==> src/hdl/ttec_pkg.sv <==
// Package for the text terminal escape controller.
// Holds shared types, character codes and register reset values.
// No dependencies.
package ttec_pkg;

  // Sequencer states
  typedef enum logic [2:0] {
    ST_IDLE,
    ST_DECODE,
    ST_SCROLL,
    ST_MOD_COL,
    ST_MOD_ROW
  } ttec_state_t;

  // Escape progress codes
  typedef enum logic [1:0] {
    ESC_NONE  = 2'd0,
    ESC_SEEN  = 2'd1,
    ESC_ARG1  = 2'd2,
    ESC_ARG2  = 2'd3
  } ttec_esc_t;

  // Result kinds
  localparam logic KIND_WRITE  = 1'b0;
  localparam logic KIND_SCROLL = 1'b1;

  // Configuration register indexes
  localparam logic [2:0] REG_COLUMNS = 3'd0;
  localparam logic [2:0] REG_ROWS    = 3'd1;
  localparam logic [2:0] REG_LEFT    = 3'd2;
  localparam logic [2:0] REG_RIGHT   = 3'd3;
  localparam logic [2:0] REG_UP      = 3'd4;
  localparam logic [2:0] REG_DOWN    = 3'd5;
  localparam logic [2:0] REG_HOME    = 3'd6;
  localparam logic [2:0] REG_CLEAR   = 3'd7;

  // Register reset values
  localparam logic [7:0] RST_COLUMNS = 8'd64;
  localparam logic [7:0] RST_ROWS    = 8'd25;
  localparam logic [7:0] RST_LEFT    = 8'd8;
  localparam logic [7:0] RST_RIGHT   = 8'd24;
  localparam logic [7:0] RST_UP      = 8'd25;
  localparam logic [7:0] RST_DOWN    = 8'd26;
  localparam logic [7:0] RST_HOME    = 8'd12;
  localparam logic [7:0] RST_CLEAR   = 8'd31;

  // Fixed character codes
  localparam logic [7:0] CH_TAB     = 8'h09;
  localparam logic [7:0] CH_LF      = 8'h0A;
  localparam logic [7:0] CH_CR      = 8'h0D;
  localparam logic [7:0] CH_ESC     = 8'h1B;
  localparam logic [7:0] CH_UP      = 8'h41;
  localparam logic [7:0] CH_DOWN    = 8'h42;
  localparam logic [7:0] CH_RIGHT   = 8'h43;
  localparam logic [7:0] CH_LEFT    = 8'h44;
  localparam logic [7:0] CH_POS     = 8'h59;
  localparam logic [7:0] CH_COLOR   = 8'h5A;
  localparam logic [7:0] ARG_OFFSET = 8'h20;
  localparam logic [7:0] TAB_STEP   = 8'd4;

  // Result queue geometry
  localparam int QDEPTH = 4;
  localparam int QAW    = $clog2(QDEPTH);

  // One result item
  typedef struct packed {
    logic       kind;
    logic [7:0] column;
    logic [7:0] row;
    logic [7:0] symbol;
    logic [3:0] fore;
    logic [3:0] back;
    logic       last;
  } ttec_res_t;

  // Queue status seen by the sequencer
  typedef struct packed {
    logic room2;
    logic empty;
  } ttec_qstat_t;

endpackage

==> src/hdl/ttec_mod.sv <==
// Shared iterative remainder unit: one restoring subtract/compare step per cycle.
// Eight steps per operand; depends on ttec_pkg.
module ttec_mod
  import ttec_pkg::*;
(
  input  logic       clk,
  input  logic       rst_n,
  input  logic       start,
  input  logic [7:0] dividend,
  input  logic [7:0] divisor,
  output logic       done,
  output logic [7:0] remainder
);

  logic [7:0] rem_r, rem_nxt;
  logic [7:0] sh_r, sh_nxt;
  logic [7:0] div_r, div_nxt;
  logic [2:0] cnt_r, cnt_nxt;
  logic       busy_r, busy_nxt;
  logic       done_r, done_nxt;
  logic [8:0] trial;
  logic [8:0] diff;

  // One shift, compare and subtract step
  always_comb begin
    trial    = {rem_r, sh_r[7]};
    diff     = trial - {1'b0, div_r};
    rem_nxt  = rem_r;
    sh_nxt   = sh_r;
    div_nxt  = div_r;
    cnt_nxt  = cnt_r;
    busy_nxt = busy_r;
    done_nxt = 1'b0;
    if (start) begin
      rem_nxt  = '0;
      sh_nxt   = dividend;
      div_nxt  = divisor;
      cnt_nxt  = '0;
      busy_nxt = 1'b1;
    end else if (busy_r) begin
      rem_nxt = (trial >= {1'b0, div_r}) ? diff[7:0] : trial[7:0];
      sh_nxt  = {sh_r[6:0], 1'b0};
      cnt_nxt = cnt_r + 3'd1;
      if (cnt_r == 3'd7) begin
        busy_nxt = 1'b0;
        done_nxt = 1'b1;
      end
    end
  end

  always_ff @(posedge clk) begin
    if (!rst_n) begin
      busy_r <= 1'b0;
      done_r <= 1'b0;
      cnt_r  <= '0;
    end else begin
      busy_r <= busy_nxt;
      done_r <= done_nxt;
      cnt_r  <= cnt_nxt;
    end
  end

  // Datapath registers need no reset
  always_ff @(posedge clk) begin
    rem_r <= rem_nxt;
    sh_r  <= sh_nxt;
    div_r <= div_nxt;
  end

  assign done      = done_r;
  assign remainder = rem_r;

endmodule

==> src/hdl/ttec_outq.sv <==
// Result queue between the sequencer and the output channel.
// Four entries, one push and one pop per cycle; depends on ttec_pkg.
module ttec_outq
  import ttec_pkg::*;
(
  input  logic        clk,
  input  logic        rst_n,
  input  logic        push,
  input  ttec_res_t   push_data,
  input  logic        pop,
  output ttec_res_t   head,
  output ttec_qstat_t stat
);

  ttec_res_t      mem_r [QDEPTH];
  logic [QAW-1:0] wr_ptr_r, wr_ptr_nxt;
  logic [QAW-1:0] rd_ptr_r, rd_ptr_nxt;
  logic [QAW:0]   count_r, count_nxt;
  logic           do_pop;

  // Advance pointers and count
  always_comb begin
    do_pop     = pop && (count_r != '0);
    wr_ptr_nxt = push   ? wr_ptr_r + 1'b1 : wr_ptr_r;
    rd_ptr_nxt = do_pop ? rd_ptr_r + 1'b1 : rd_ptr_r;
    count_nxt  = count_r;
    if (push && !do_pop) begin
      count_nxt = count_r + 1'b1;
    end else if (!push && do_pop) begin
      count_nxt = count_r - 1'b1;
    end
  end

  always_ff @(posedge clk) begin
    if (!rst_n) begin
      wr_ptr_r <= '0;
      rd_ptr_r <= '0;
      count_r  <= '0;
    end else begin
      wr_ptr_r <= wr_ptr_nxt;
      rd_ptr_r <= rd_ptr_nxt;
      count_r  <= count_nxt;
    end
  end

  // Store pushed results
  always_ff @(posedge clk) begin
    if (push) begin
      mem_r[wr_ptr_r] <= push_data;
    end
  end

  assign head       = mem_r[rd_ptr_r];
  assign stat.empty = (count_r == '0);
  assign stat.room2 = (count_r <= (QAW+1)'(QDEPTH - 2));

endmodule

==> src/hdl/text_terminal_escape_controller_top.sv <==
// Top level of the text terminal escape controller.
// Uses ttec_pkg, ttec_mod (remainder unit) and ttec_outq (result queue).
//
// Usage:
//   in_*   : one terminal byte per transfer in in_tdata[7:0].
//   out_*  : result items; out_tuser is the kind (0 write, 1 scroll),
//            out_tlast marks the final result caused by one byte.
//   cfg_*  : register writes, taken at any edge with cfg_we high; write only
//            while the block is idle.
// Timing: a byte is taken in the idle state and decoded in the next cycle,
// and the result of an ordinary byte enters the queue in the cycle after
// decode. A write that wraps off the bottom row then passes through the
// scroll state, which pushes the scroll result. The second argument of ESC Y
// runs the shared remainder unit twice (column, then row), 8 steps each.
// The rate is set by the single sequencer and that remainder unit.
// Results wait in a four-entry queue; a byte is taken only while two slots
// are free, so a stalled receiver eventually holds off the input side.
// Reset clears cursor, colors, escape progress, the queue and sets the
// registers to their defaults.
module text_terminal_escape_controller_top
  import ttec_pkg::*;
(
  input  logic        clk,
  input  logic        rst_n,
  // tdata: in_byte[7:0]
  input  logic        in_tvalid,
  output logic        in_tready,
  input  logic [7:0]  in_tdata,
  // tdata: column[7:0], row[15:8], symbol[23:16], fore_color[27:24],
  //        back_color[31:28]
  output logic        out_tvalid,
  input  logic        out_tready,
  output logic [31:0] out_tdata,
  // tuser: out_kind[0]
  output logic        out_tuser,
  output logic        out_tlast,
  input  logic        cfg_we,
  input  logic [2:0]  cfg_index,
  input  logic [7:0]  cfg_wdata
);

  ttec_state_t state_r, state_nxt;
  ttec_esc_t   phase_r, phase_nxt;
  logic [7:0]  col_r, col_nxt;
  logic [7:0]  row_r, row_nxt;
  logic [3:0]  fg_r, fg_nxt;
  logic [3:0]  bg_r, bg_nxt;
  logic        is_color_r, is_color_nxt;
  logic [7:0]  first_r, first_nxt;
  logic [7:0]  byte_r;

  logic [7:0]  cols_r, rows_r, left_r, right_r, up_r, down_r, home_r, clear_r;

  logic [7:0]  eff_cols, eff_rows;
  logic [8:0]  col_inc, row_inc, tab_pos;
  logic        bottom;
  logic [7:0]  arg_a, arg_b;

  logic        mod_start, mod_done;
  logic [7:0]  mod_dividend, mod_divisor, mod_rem;

  logic        q_push;
  ttec_res_t   q_data, q_head;
  ttec_qstat_t q_stat;
  logic        in_xfer;

  // Register file writes
  always_ff @(posedge clk) begin
    if (!rst_n) begin
      cols_r  <= RST_COLUMNS;
      rows_r  <= RST_ROWS;
      left_r  <= RST_LEFT;
      right_r <= RST_RIGHT;
      up_r    <= RST_UP;
      down_r  <= RST_DOWN;
      home_r  <= RST_HOME;
      clear_r <= RST_CLEAR;
    end else if (cfg_we) begin
      case (cfg_index)
        REG_COLUMNS: cols_r  <= cfg_wdata;
        REG_ROWS:    rows_r  <= cfg_wdata;
        REG_LEFT:    left_r  <= cfg_wdata;
        REG_RIGHT:   right_r <= cfg_wdata;
        REG_UP:      up_r    <= cfg_wdata;
        REG_DOWN:    down_r  <= cfg_wdata;
        REG_HOME:    home_r  <= cfg_wdata;
        REG_CLEAR:   clear_r <= cfg_wdata;
        default:     ;
      endcase
    end
  end

  // Screen size with zero treated as one, and cursor arithmetic
  always_comb begin
    eff_cols = (cols_r == '0) ? 8'd1 : cols_r;
    eff_rows = (rows_r == '0) ? 8'd1 : rows_r;
    col_inc  = {1'b0, col_r} + 9'd1;
    row_inc  = {1'b0, row_r} + 9'd1;
    tab_pos  = {1'b0, col_r & ~8'd3} + {1'b0, TAB_STEP};
    bottom   = (row_inc >= {1'b0, eff_rows});
    arg_a    = first_r - ARG_OFFSET;
    arg_b    = byte_r - ARG_OFFSET;
  end

  assign in_tready = (state_r == ST_IDLE) && q_stat.room2;
  assign in_xfer   = in_tvalid && in_tready;

  // Sequencer: next state, cursor updates and result pushes
  always_comb begin
    state_nxt    = state_r;
    phase_nxt    = phase_r;
    col_nxt      = col_r;
    row_nxt      = row_r;
    fg_nxt       = fg_r;
    bg_nxt       = bg_r;
    is_color_nxt = is_color_r;
    first_nxt    = first_r;
    mod_start    = 1'b0;
    mod_dividend = arg_a;
    mod_divisor  = eff_cols;
    q_push       = 1'b0;
    q_data       = '0;

    case (state_r)
      ST_IDLE: begin
        if (in_xfer) begin
          state_nxt = ST_DECODE;
        end
      end

      ST_DECODE: begin
        state_nxt = ST_IDLE;
        if (phase_r == ESC_SEEN) begin
          phase_nxt = ESC_NONE;
          case (byte_r)
            CH_UP:    if (row_r != '0) row_nxt = row_r - 8'd1;
            CH_DOWN:  if (row_inc < {1'b0, eff_rows}) row_nxt = row_inc[7:0];
            CH_RIGHT: if (col_inc < {1'b0, eff_cols}) col_nxt = col_inc[7:0];
            CH_LEFT:  if (col_r != '0) col_nxt = col_r - 8'd1;
            CH_POS: begin
              phase_nxt    = ESC_ARG1;
              is_color_nxt = 1'b0;
            end
            CH_COLOR: begin
              phase_nxt    = ESC_ARG1;
              is_color_nxt = 1'b1;
            end
            default: ;
          endcase
        end else if (phase_r == ESC_ARG1) begin
          first_nxt = byte_r;
          phase_nxt = ESC_ARG2;
        end else if (phase_r == ESC_ARG2) begin
          phase_nxt    = ESC_NONE;
          is_color_nxt = 1'b0;
          if (is_color_r) begin
            bg_nxt = arg_a[3:0];
            fg_nxt = arg_b[3:0];
          end else begin
            // Column remainder first, row follows
            mod_start    = 1'b1;
            mod_dividend = arg_a;
            mod_divisor  = eff_cols;
            state_nxt    = ST_MOD_COL;
          end
        end else if (byte_r == left_r) begin
          if (col_r != '0) col_nxt = col_r - 8'd1;
        end else if (byte_r == CH_TAB) begin
          if (tab_pos >= {1'b0, eff_cols}) begin
            col_nxt = '0;
            if (bottom) state_nxt = ST_SCROLL;
            else        row_nxt   = row_inc[7:0];
          end else begin
            col_nxt = tab_pos[7:0];
          end
        end else if (byte_r == CH_LF) begin
          col_nxt = '0;
          if (bottom) state_nxt = ST_SCROLL;
          else        row_nxt   = row_inc[7:0];
        end else if (byte_r == home_r) begin
          col_nxt = '0;
          row_nxt = '0;
        end else if (byte_r == CH_CR) begin
          col_nxt = '0;
        end else if (byte_r == right_r) begin
          if (col_inc < {1'b0, eff_cols}) col_nxt = col_inc[7:0];
        end else if (byte_r == up_r) begin
          if (row_r != '0) row_nxt = row_r - 8'd1;
        end else if (byte_r == down_r) begin
          if (row_inc < {1'b0, eff_rows}) row_nxt = row_inc[7:0];
        end else if (byte_r == CH_ESC) begin
          phase_nxt = ESC_SEEN;
        end else if (byte_r == clear_r) begin
          // drop the byte
        end else begin
          // Write the symbol, then advance with wrap
          q_push        = 1'b1;
          q_data.kind   = KIND_WRITE;
          q_data.column = col_r;
          q_data.row    = row_r;
          q_data.symbol = byte_r;
          q_data.fore   = fg_r;
          q_data.back   = bg_r;
          q_data.last   = 1'b1;
          if (col_inc >= {1'b0, eff_cols}) begin
            col_nxt = '0;
            if (bottom) begin
              state_nxt   = ST_SCROLL;
              q_data.last = 1'b0;
            end else begin
              row_nxt = row_inc[7:0];
            end
          end else begin
            col_nxt = col_inc[7:0];
          end
        end
      end

      ST_SCROLL: begin
        q_push      = 1'b1;
        q_data.kind = KIND_SCROLL;
        q_data.last = 1'b1;
        state_nxt   = ST_IDLE;
      end

      ST_MOD_COL: begin
        if (mod_done) begin
          col_nxt      = mod_rem;
          mod_start    = 1'b1;
          mod_dividend = arg_b;
          mod_divisor  = eff_rows;
          state_nxt    = ST_MOD_ROW;
        end
      end

      ST_MOD_ROW: begin
        if (mod_done) begin
          row_nxt   = mod_rem;
          state_nxt = ST_IDLE;
        end
      end

      default: state_nxt = ST_IDLE;
    endcase
  end

  // Control and cursor state
  always_ff @(posedge clk) begin
    if (!rst_n) begin
      state_r    <= ST_IDLE;
      phase_r    <= ESC_NONE;
      col_r      <= '0;
      row_r      <= '0;
      fg_r       <= '0;
      bg_r       <= '0;
      is_color_r <= 1'b0;
      first_r    <= '0;
    end else begin
      state_r    <= state_nxt;
      phase_r    <= phase_nxt;
      col_r      <= col_nxt;
      row_r      <= row_nxt;
      fg_r       <= fg_nxt;
      bg_r       <= bg_nxt;
      is_color_r <= is_color_nxt;
      first_r    <= first_nxt;
    end
  end

  // Hold the accepted byte
  always_ff @(posedge clk) begin
    if (in_xfer) begin
      byte_r <= in_tdata;
    end
  end

  ttec_mod u_mod (
    .clk       (clk),
    .rst_n     (rst_n),
    .start     (mod_start),
    .dividend  (mod_dividend),
    .divisor   (mod_divisor),
    .done      (mod_done),
    .remainder (mod_rem)
  );

  ttec_outq u_outq (
    .clk       (clk),
    .rst_n     (rst_n),
    .push      (q_push),
    .push_data (q_data),
    .pop       (out_tready),
    .head      (q_head),
    .stat      (q_stat)
  );

  // Drive the result channel from the queue head
  assign out_tvalid = !q_stat.empty;
  assign out_tdata  = {q_head.back, q_head.fore, q_head.symbol, q_head.row, q_head.column};
  assign out_tuser  = q_head.kind;
  assign out_tlast  = q_head.last;

endmodule
==> config.mk <==
export PLATFORM = sky130hd
export DESIGN_NAME = text_terminal_escape_controller_top
export DESIGN_NICKNAME = d
export VERILOG_FILES = /design/src/hdl/ttec_pkg.sv /design/src/hdl/ttec_mod.sv /design/src/hdl/ttec_outq.sv /design/src/hdl/text_terminal_escape_controller_top.sv
export SDC_FILE = /design/constraint.sdc
export NUM_CORES = 1
export LEC_CHECK = 0
export BUFFER_PORTS_ARGS = -buffer_cell sky130_fd_sc_hd__buf_4
export CAP_MARGIN = 40
export CORE_AREA = 5 5 198 200
export CTS_CLUSTER_DIAMETER = 150
export CTS_CLUSTER_SIZE = 20
export DETAILED_ROUTE_END_ITERATION = 16
export DIE_AREA = 0 0 203 205
export PLACE_DENSITY = 0.61
export REMOVE_ABC_BUFFERS = 1
export SETUP_SLACK_MARGIN = 0.15
export SLEW_MARGIN = 0
export SYNTH_ARGS = -nofsm -noshare
export SYNTH_HDL_FRONTEND = slang
export SYNTH_SLANG_ARGS = --single-unit
==> constraint.sdc <==
create_clock -name clk -period 4.8 [get_ports clk]
set_input_delay 0.24 -clock clk [delete_from_list [all_inputs] [get_ports clk]]
set_output_delay 0.24 -clock clk [all_outputs]
set_load 0.005 [all_outputs]
==> flow_summary.toml, run 1 <==
[placement]
portBuffers = 59
post-dp-hpwl_mm = 27.2
place.gp.congestion = 0.937
dpl-instance-area_um2 = 15600

[worst_hold_path]
min_to = "left_r[4]"
worstHoldPathCells = 3
hp-class = "input pin to flop"
min_from = "cfg_wdata[4]"

[floorplan]
fp.dieW_um = 203
start_util_pct = 39.3
coreArea_um2 = 37200
ioPinCount = 60
die_h_um = 205
dieArea_um2 = 41600
rows = 71

[grt]
grt_max_degree = 75
gr-usage-all-layers_pct = 18.1
grtUsageMet2_pct = 29.1
grt_util_met3_pct = 2.85
global_route.peak_usage_layer = "met2"
grt_pass1_wl_mm = 60.7
overflow = 0
grt_use_met1_pct = 25.7
antenna_found_initial = 0
first_global_vias = 10600

[finish]
antennaDiodeCount = 0
design_area_um2 = 16200
fin_nets = 1516
drive_above_1_share_pct = 11.6
area.growth.synth_to_final_pct = 10.6
final_common_cell = "nand2_1"
max_flop_register = "u_outq.mem_r"
largest_reg_flops = 136
final_cell_mix = "221 x nand2_1, 160 x edfxtp_1, 123 x dfxtp_1, 93 x a21oi_1, 82 x nor2_1"
register_area_um2 = 7290
multiInputGateArea_um2 = 6840
fillCellCount = 3510

[sta]
tightest_slew_ns = 0.891
maxSlewHeadroom_pct = 40.6
finalMaxSlewViolations = 0
min_period_ns = 3.93
final_hold_viol_count = 0
whs_ns = 0.0411
rsz0062_at_grt = "false"
timing.fmax_mhz = 254
min_period_over_period_pct = 82.0
finClkSkew_ns = 0.0245
finalSetupViolations = 0

[clock_tree]
ctsResizeCount = 0
cts_tree = "yes"
cts-root-buf = "clkbuf_16"
clkSinkCount = 284
path_clk_slew_ns = 0.09
cts_setup_buffers = 0
clock_latency_ns = 0.52
cts_buffers = 18
htree_levels = 1
cts.path.max_buffers = 3

[route]
vias = 10700
first_pass_iters = 5
vias_per_cell = 5.53
initialDrtViolationCount = 818
antenna_left = 0
drc = 0
routed_wl_mm = 38.1
post_drt_wl_per_cell_um = 19.8

[power]
p_leak_nw = 5.72
ir_drop_v = 0.000216
p_per_area_nw_per_um2 = 372

[setup_path]
crit_chain = "inv_1 -> ha_1 -> inv_2 -> o21ai_1 -> or3_1 -> nor4_4 -> nor2_1 -> buf_4 -> inv_1 -> ha_1 -> inv_1 -> fa_1 -> xor2_1 -> or3_1 -> a21oi_1"
r2r-start = "phase_r[1]"
required_ns = 5.24
reg2reg_depth = 15
cp_slowest_cell = "or3_1"
critPathArrivalTime_ns = 4.38
end_kind = "flop"
cpMostUsedCell = "inv_1"
r2r_setup_slack_ns = 0.87
crit_path_max_fanout = 14
r2r-end = "u_outq.count_r[2]"
path_delay_family = "simple AND/OR/NAND/NOR gates"
critPathLaunch = "phase_r[1]"
slowest_delay_ns = 0.48
crit_path_start_kind = "flop"
worst-setup-path-type = "flop to flop"
crit_buf_inv = 5

[status]
status = "finished clean"

[yosys]
ys.flop_type = "edfxtp_1"
synthArstFlopShare_pct = 0
avgSynthCellArea_um2 = 10.4
ys_types = 84
synth_edf_count = 160
synth_cells = 1407
synth_seq_cells = 284
netlist_area_um2 = 14600
yosysWarnings = 0
ys_seq_area_share_pct = 49.9

[run]
maxCapViolCount = 0
## per-stage QoR
stage               power [mW]  setup TNS [ns]  util [%]  cells  worst slack (ns)
global route              6.32               0      43.4   1925             0.606
floorplan                 3.90          -30.32         -   1330            -0.223
CTS                       6.06               0      43.4   1925             0.853
finish                    6.01               0      43.4   1925             0.866
detailed placement        4.53               0      41.8   1885             0.901
global placement          4.52               0      41.8   1883             0.951
## power by group
| group | internal (mW) | leakage, nW | switching [mW] | total (mW) |
|---|---|---|---|---|
| logic | 0.759 | 3.06 | 0.831 | 1.59 |
| clock network | 0.724 | 0.250 | 0.813 | 1.54 |
| registers | 2.71 | 2.42 | 0.169 | 2.88 |
| total | 4.19 | 5.72 | 1.81 | 6.01 |
## cells by family (layout without fill, tap and decap cells)
| logic type | count (synthesis) | count (layout) | share of synthesized area [%] |
|---|---|---|---|
| mux | 62 | 62 | 7.19 |
| fa+ha+maj | 53 | 53 | 4.64 |
| flops | 284 | 284 | 49.9 |
| simple gates | 504 | 504 | 16.5 |
| xor+xnor | 100 | 100 | 6.05 |
| buf+inv | 136 | 180 | 3.60 |
| compound gates | 268 | 268 | 12.1 |
## worst register-to-register path, stage by stage (launching register included)
cell and delay, ns:
dfxtp_1 0.42, inv_1 0.07, ha_1 0.39, inv_2 0.27, o21ai_1 0.29, or3_1 0.48, nor4_4 0.27, nor2_1 0.09
buf_4 0.23, inv_1 0.07, ha_1 0.18, inv_1 0.07, fa_1 0.44, xor2_1 0.18, or3_1 0.30, a21oi_1 0.14
## Yosys cell counts, types with 11 or more instances
master    number  share of area (%)
mux2i_1       24                1.6
o21ai_0       58                2.0
ha_1          51                4.4
nand4_1       15               0.64
buf_1         16               0.41
clkbuf_1      48                1.2
and2_1        42                1.8
mux4_2        34                5.2
edfxtp_1     160                 33
nor3_1        17               0.58
inv_1         58                1.5
nor2_1        82                2.1
a31oi_1       13               0.56
nor2b_1       11               0.47
xnor2_1       58                3.5
buf_2         13               0.45
nand3_1       41                1.4
xor2_1        41                2.5
nand2_1      221                5.7
a21oi_1       93                3.2
dfxtp_1      124                 17
## metal layers
metal / vias up / wire [um]
li1: 5128 / -
met1: 5156 / 17800
met2: 305 / 17200
met3: 62 / 2150
met4: 0 / 972
met5: - / 0
## final cells by class
type,instances,area share [%]
sequential,284,45.1
multi-input combinational,987,42.3
timing repair buffer,89,4.30
tap,474,3.67
clock buffer,30,3.07
inverter,59,1.37
clock inverter,2,0.201
## how the worst max path moves through the flow
stage	to	slack [ns]	depth (start not counted)
final	u_outq.count_r[2]	0.87	15
after global routing	u_outq.count_r[2]	0.61	14
after CTS	u_outq.count_r[2]	0.85	14
after detailed placement	u_outq.count_r[2]	0.90	14
after global placement	u_outq.count_r[2]	0.95	14
after floorplan	u_outq.mem_r[0][0]	-0.22	6
## what timing repair did
| item | CTS | global route |
|---|---|---|
| hold endpoints to repair | 8 | 0 |
| hold buffers | 8 | 0 |
| endpoints found under the setup margin | 0 | 0 |
(Power assumes the default switching activity.)
==> inputs of run 2 (changes only) <==
PLACE_DENSITY = 0.63   (was 0.61)
clock period = 3.2 ns   (was 4.8 ns; I/O delays follow)
==> flow_summary.toml, run 2 (synthesis gave the netlist of run 1 again) <==
[grt]
overflow = 0
antenna_found_initial = 0
grt_max_degree = 52
gr-usage-all-layers_pct = 18.2
first_global_vias = 10900
grt_pass1_wl_mm = 60.8

[sta]
timing.fmax_mhz = 334
final_hold_viol_count = 0
tns_ns = 0
layout_setup_ws_ns = 0.206
min_period_over_period_pct = 93.6
rsz0062_at_grt = "true"
tightest_slew_ns = 0.767
min_period_ns = 2.99
finalSetupViolations = 0
whs_ns = 0.0588
finClkSkew_ns = 0.0329
finalMaxSlewViolations = 0
maxSlewHeadroom_pct = 48.4

[finish]
drive_above_1_share_pct = 21.9
design_area_um2 = 17600
multiInputGateArea_um2 = 7210
fin_nets = 1634
layoutNonFillerInstCount = 2043
area.growth.synth_to_final_pct = 20.3
max_flop_register = "u_outq.mem_r"
fillCellCount = 3447
final_common_cell = "nand2_1"
register_area_um2 = 7310
finish.utilization_pct = 47.2
antennaDiodeCount = 0
largest_reg_flops = 136
final_cell_mix = "219 x nand2_1, 172 x buf_4, 160 x edfxtp_1, 113 x dfxtp_1, 90 x a21oi_1"

[power]
p_switching_mw = 2.81
p_sw_share_pct = 30.0
total_power_mw = 9.37
p_leak_nw = 6.39
clockPowerShare_pct = 24.7
p_int_mw = 6.56
p_comb_share_pct = 29.8
p_per_area_nw_per_um2 = 533
ir_drop_v = 0.000345
p_seq_share_pct = 45.5

[route]
vias_per_cell = 5.42
drc = 0
post_drt_wl_per_cell_um = 19.0
initialDrtViolationCount = 894
routed_wl_mm = 38.8
first_pass_iters = 5
antenna_left = 0
vias = 11100

[setup_path]
critPathArrivalTime_ns = 3.46
crit_chain = "ha_4 -> buf_4 -> and3_4 -> xor2_2 -> ha_4 -> a211oi_2 -> nand2_1 -> o221a_4 -> or4_4 -> a32oi_2 -> o221ai_1 -> o21ai_1 -> a32o_1"
cp_slowest_cell = "or4_4"
slowest_delay_ns = 0.49
cpMostUsedCell = "ha_4"
end_kind = "flop"
crit_path_start_kind = "flop"
required_ns = 3.67
crit_path_max_fanout = 5
worst-setup-path-type = "flop to flop"

[placement]
dpl-instance-area_um2 = 16400
dp_cells = 1986
post-dp-hpwl_mm = 28.3
pre_cts_ws_ns = -0.00138
portBuffers = 59
place.gp.congestion = 0.962

[floorplan]
rows = 71
ioPinCount = 60
die_h_um = 205
coreArea_um2 = 37200
fp.dieW_um = 203
dieArea_um2 = 41600
start_util_pct = 39.3

[clock_tree]
clkSinkCount = 284
htree_levels = 1
cts-root-buf = "clkbuf_16"
cts_tree = "yes"
cts.path.max_buffers = 3
path_clk_slew_ns = 0.10
clock_latency_ns = 0.52
cts_buffers = 18

[run]
maxCapViolCount = 0

[status]
status = "finished clean"

[worst_hold_path]
hp-class = "input pin to flop"
## run 2: layout make-up
type,instances,share of cell area (%)
clock inverter,2,0.185
sequential,284,41.6
multi-input combinational,987,41.0
tap,474,3.37
timing repair buffer,207,9.75
clock buffer,30,2.82
inverter,59,1.26
## run 2: power by group through the flow
stage / clock network [mW] / logic, mW / registers (mW)
floorplan: 0 / 1.41 / 4.44
global placement: 0 / 2.61 / 4.34
detailed placement: 0 / 2.64 / 4.34
CTS: 2.38 / 2.70 / 4.26
global route: 2.51 / 3.04 / 4.30
finish: 2.31 / 2.79 / 4.26
## run 2: worst paths after layout
path,startpoint,to,slack [ns],cells after the start
setup / recovery,row_r[0],row_r[4],0.21,13
hold / removal,out_tready,flop,0.06,4
setup reg to reg,row_r[0],row_r[4],0.21,13
hold reg to reg,rows_r[2],rows_r[2],0.46,2
## run 2: timing repair
item,in CTS,in global routing
endpoints found under the setup margin,10,37
setup buffers,2,7
hold buffers,16,0
pin swaps,7,28
endpoints found under the hold margin,67,0
resized for setup,26,75
## run 2: worst max-delay path: cells and delay by family (launching register included)
kind            cells  cell delay [ns]
compound gates      6             1.11
simple gates        3             0.80
flops               1             0.37
fa+ha+maj           2             0.35
buf+inv             1             0.16
xor+xnor            1             0.16
## run 2: per-layer routing
| metal | track usage, % | share of wire [%] |
|---|---|---|
| met1 | 25.3 | 45 |
| met2 | 29.5 | 46 |
| met3 | 2.34 | 5.5 |
| met4 | 5.97 | 3.7 |
| met5 | 0 | 0 |
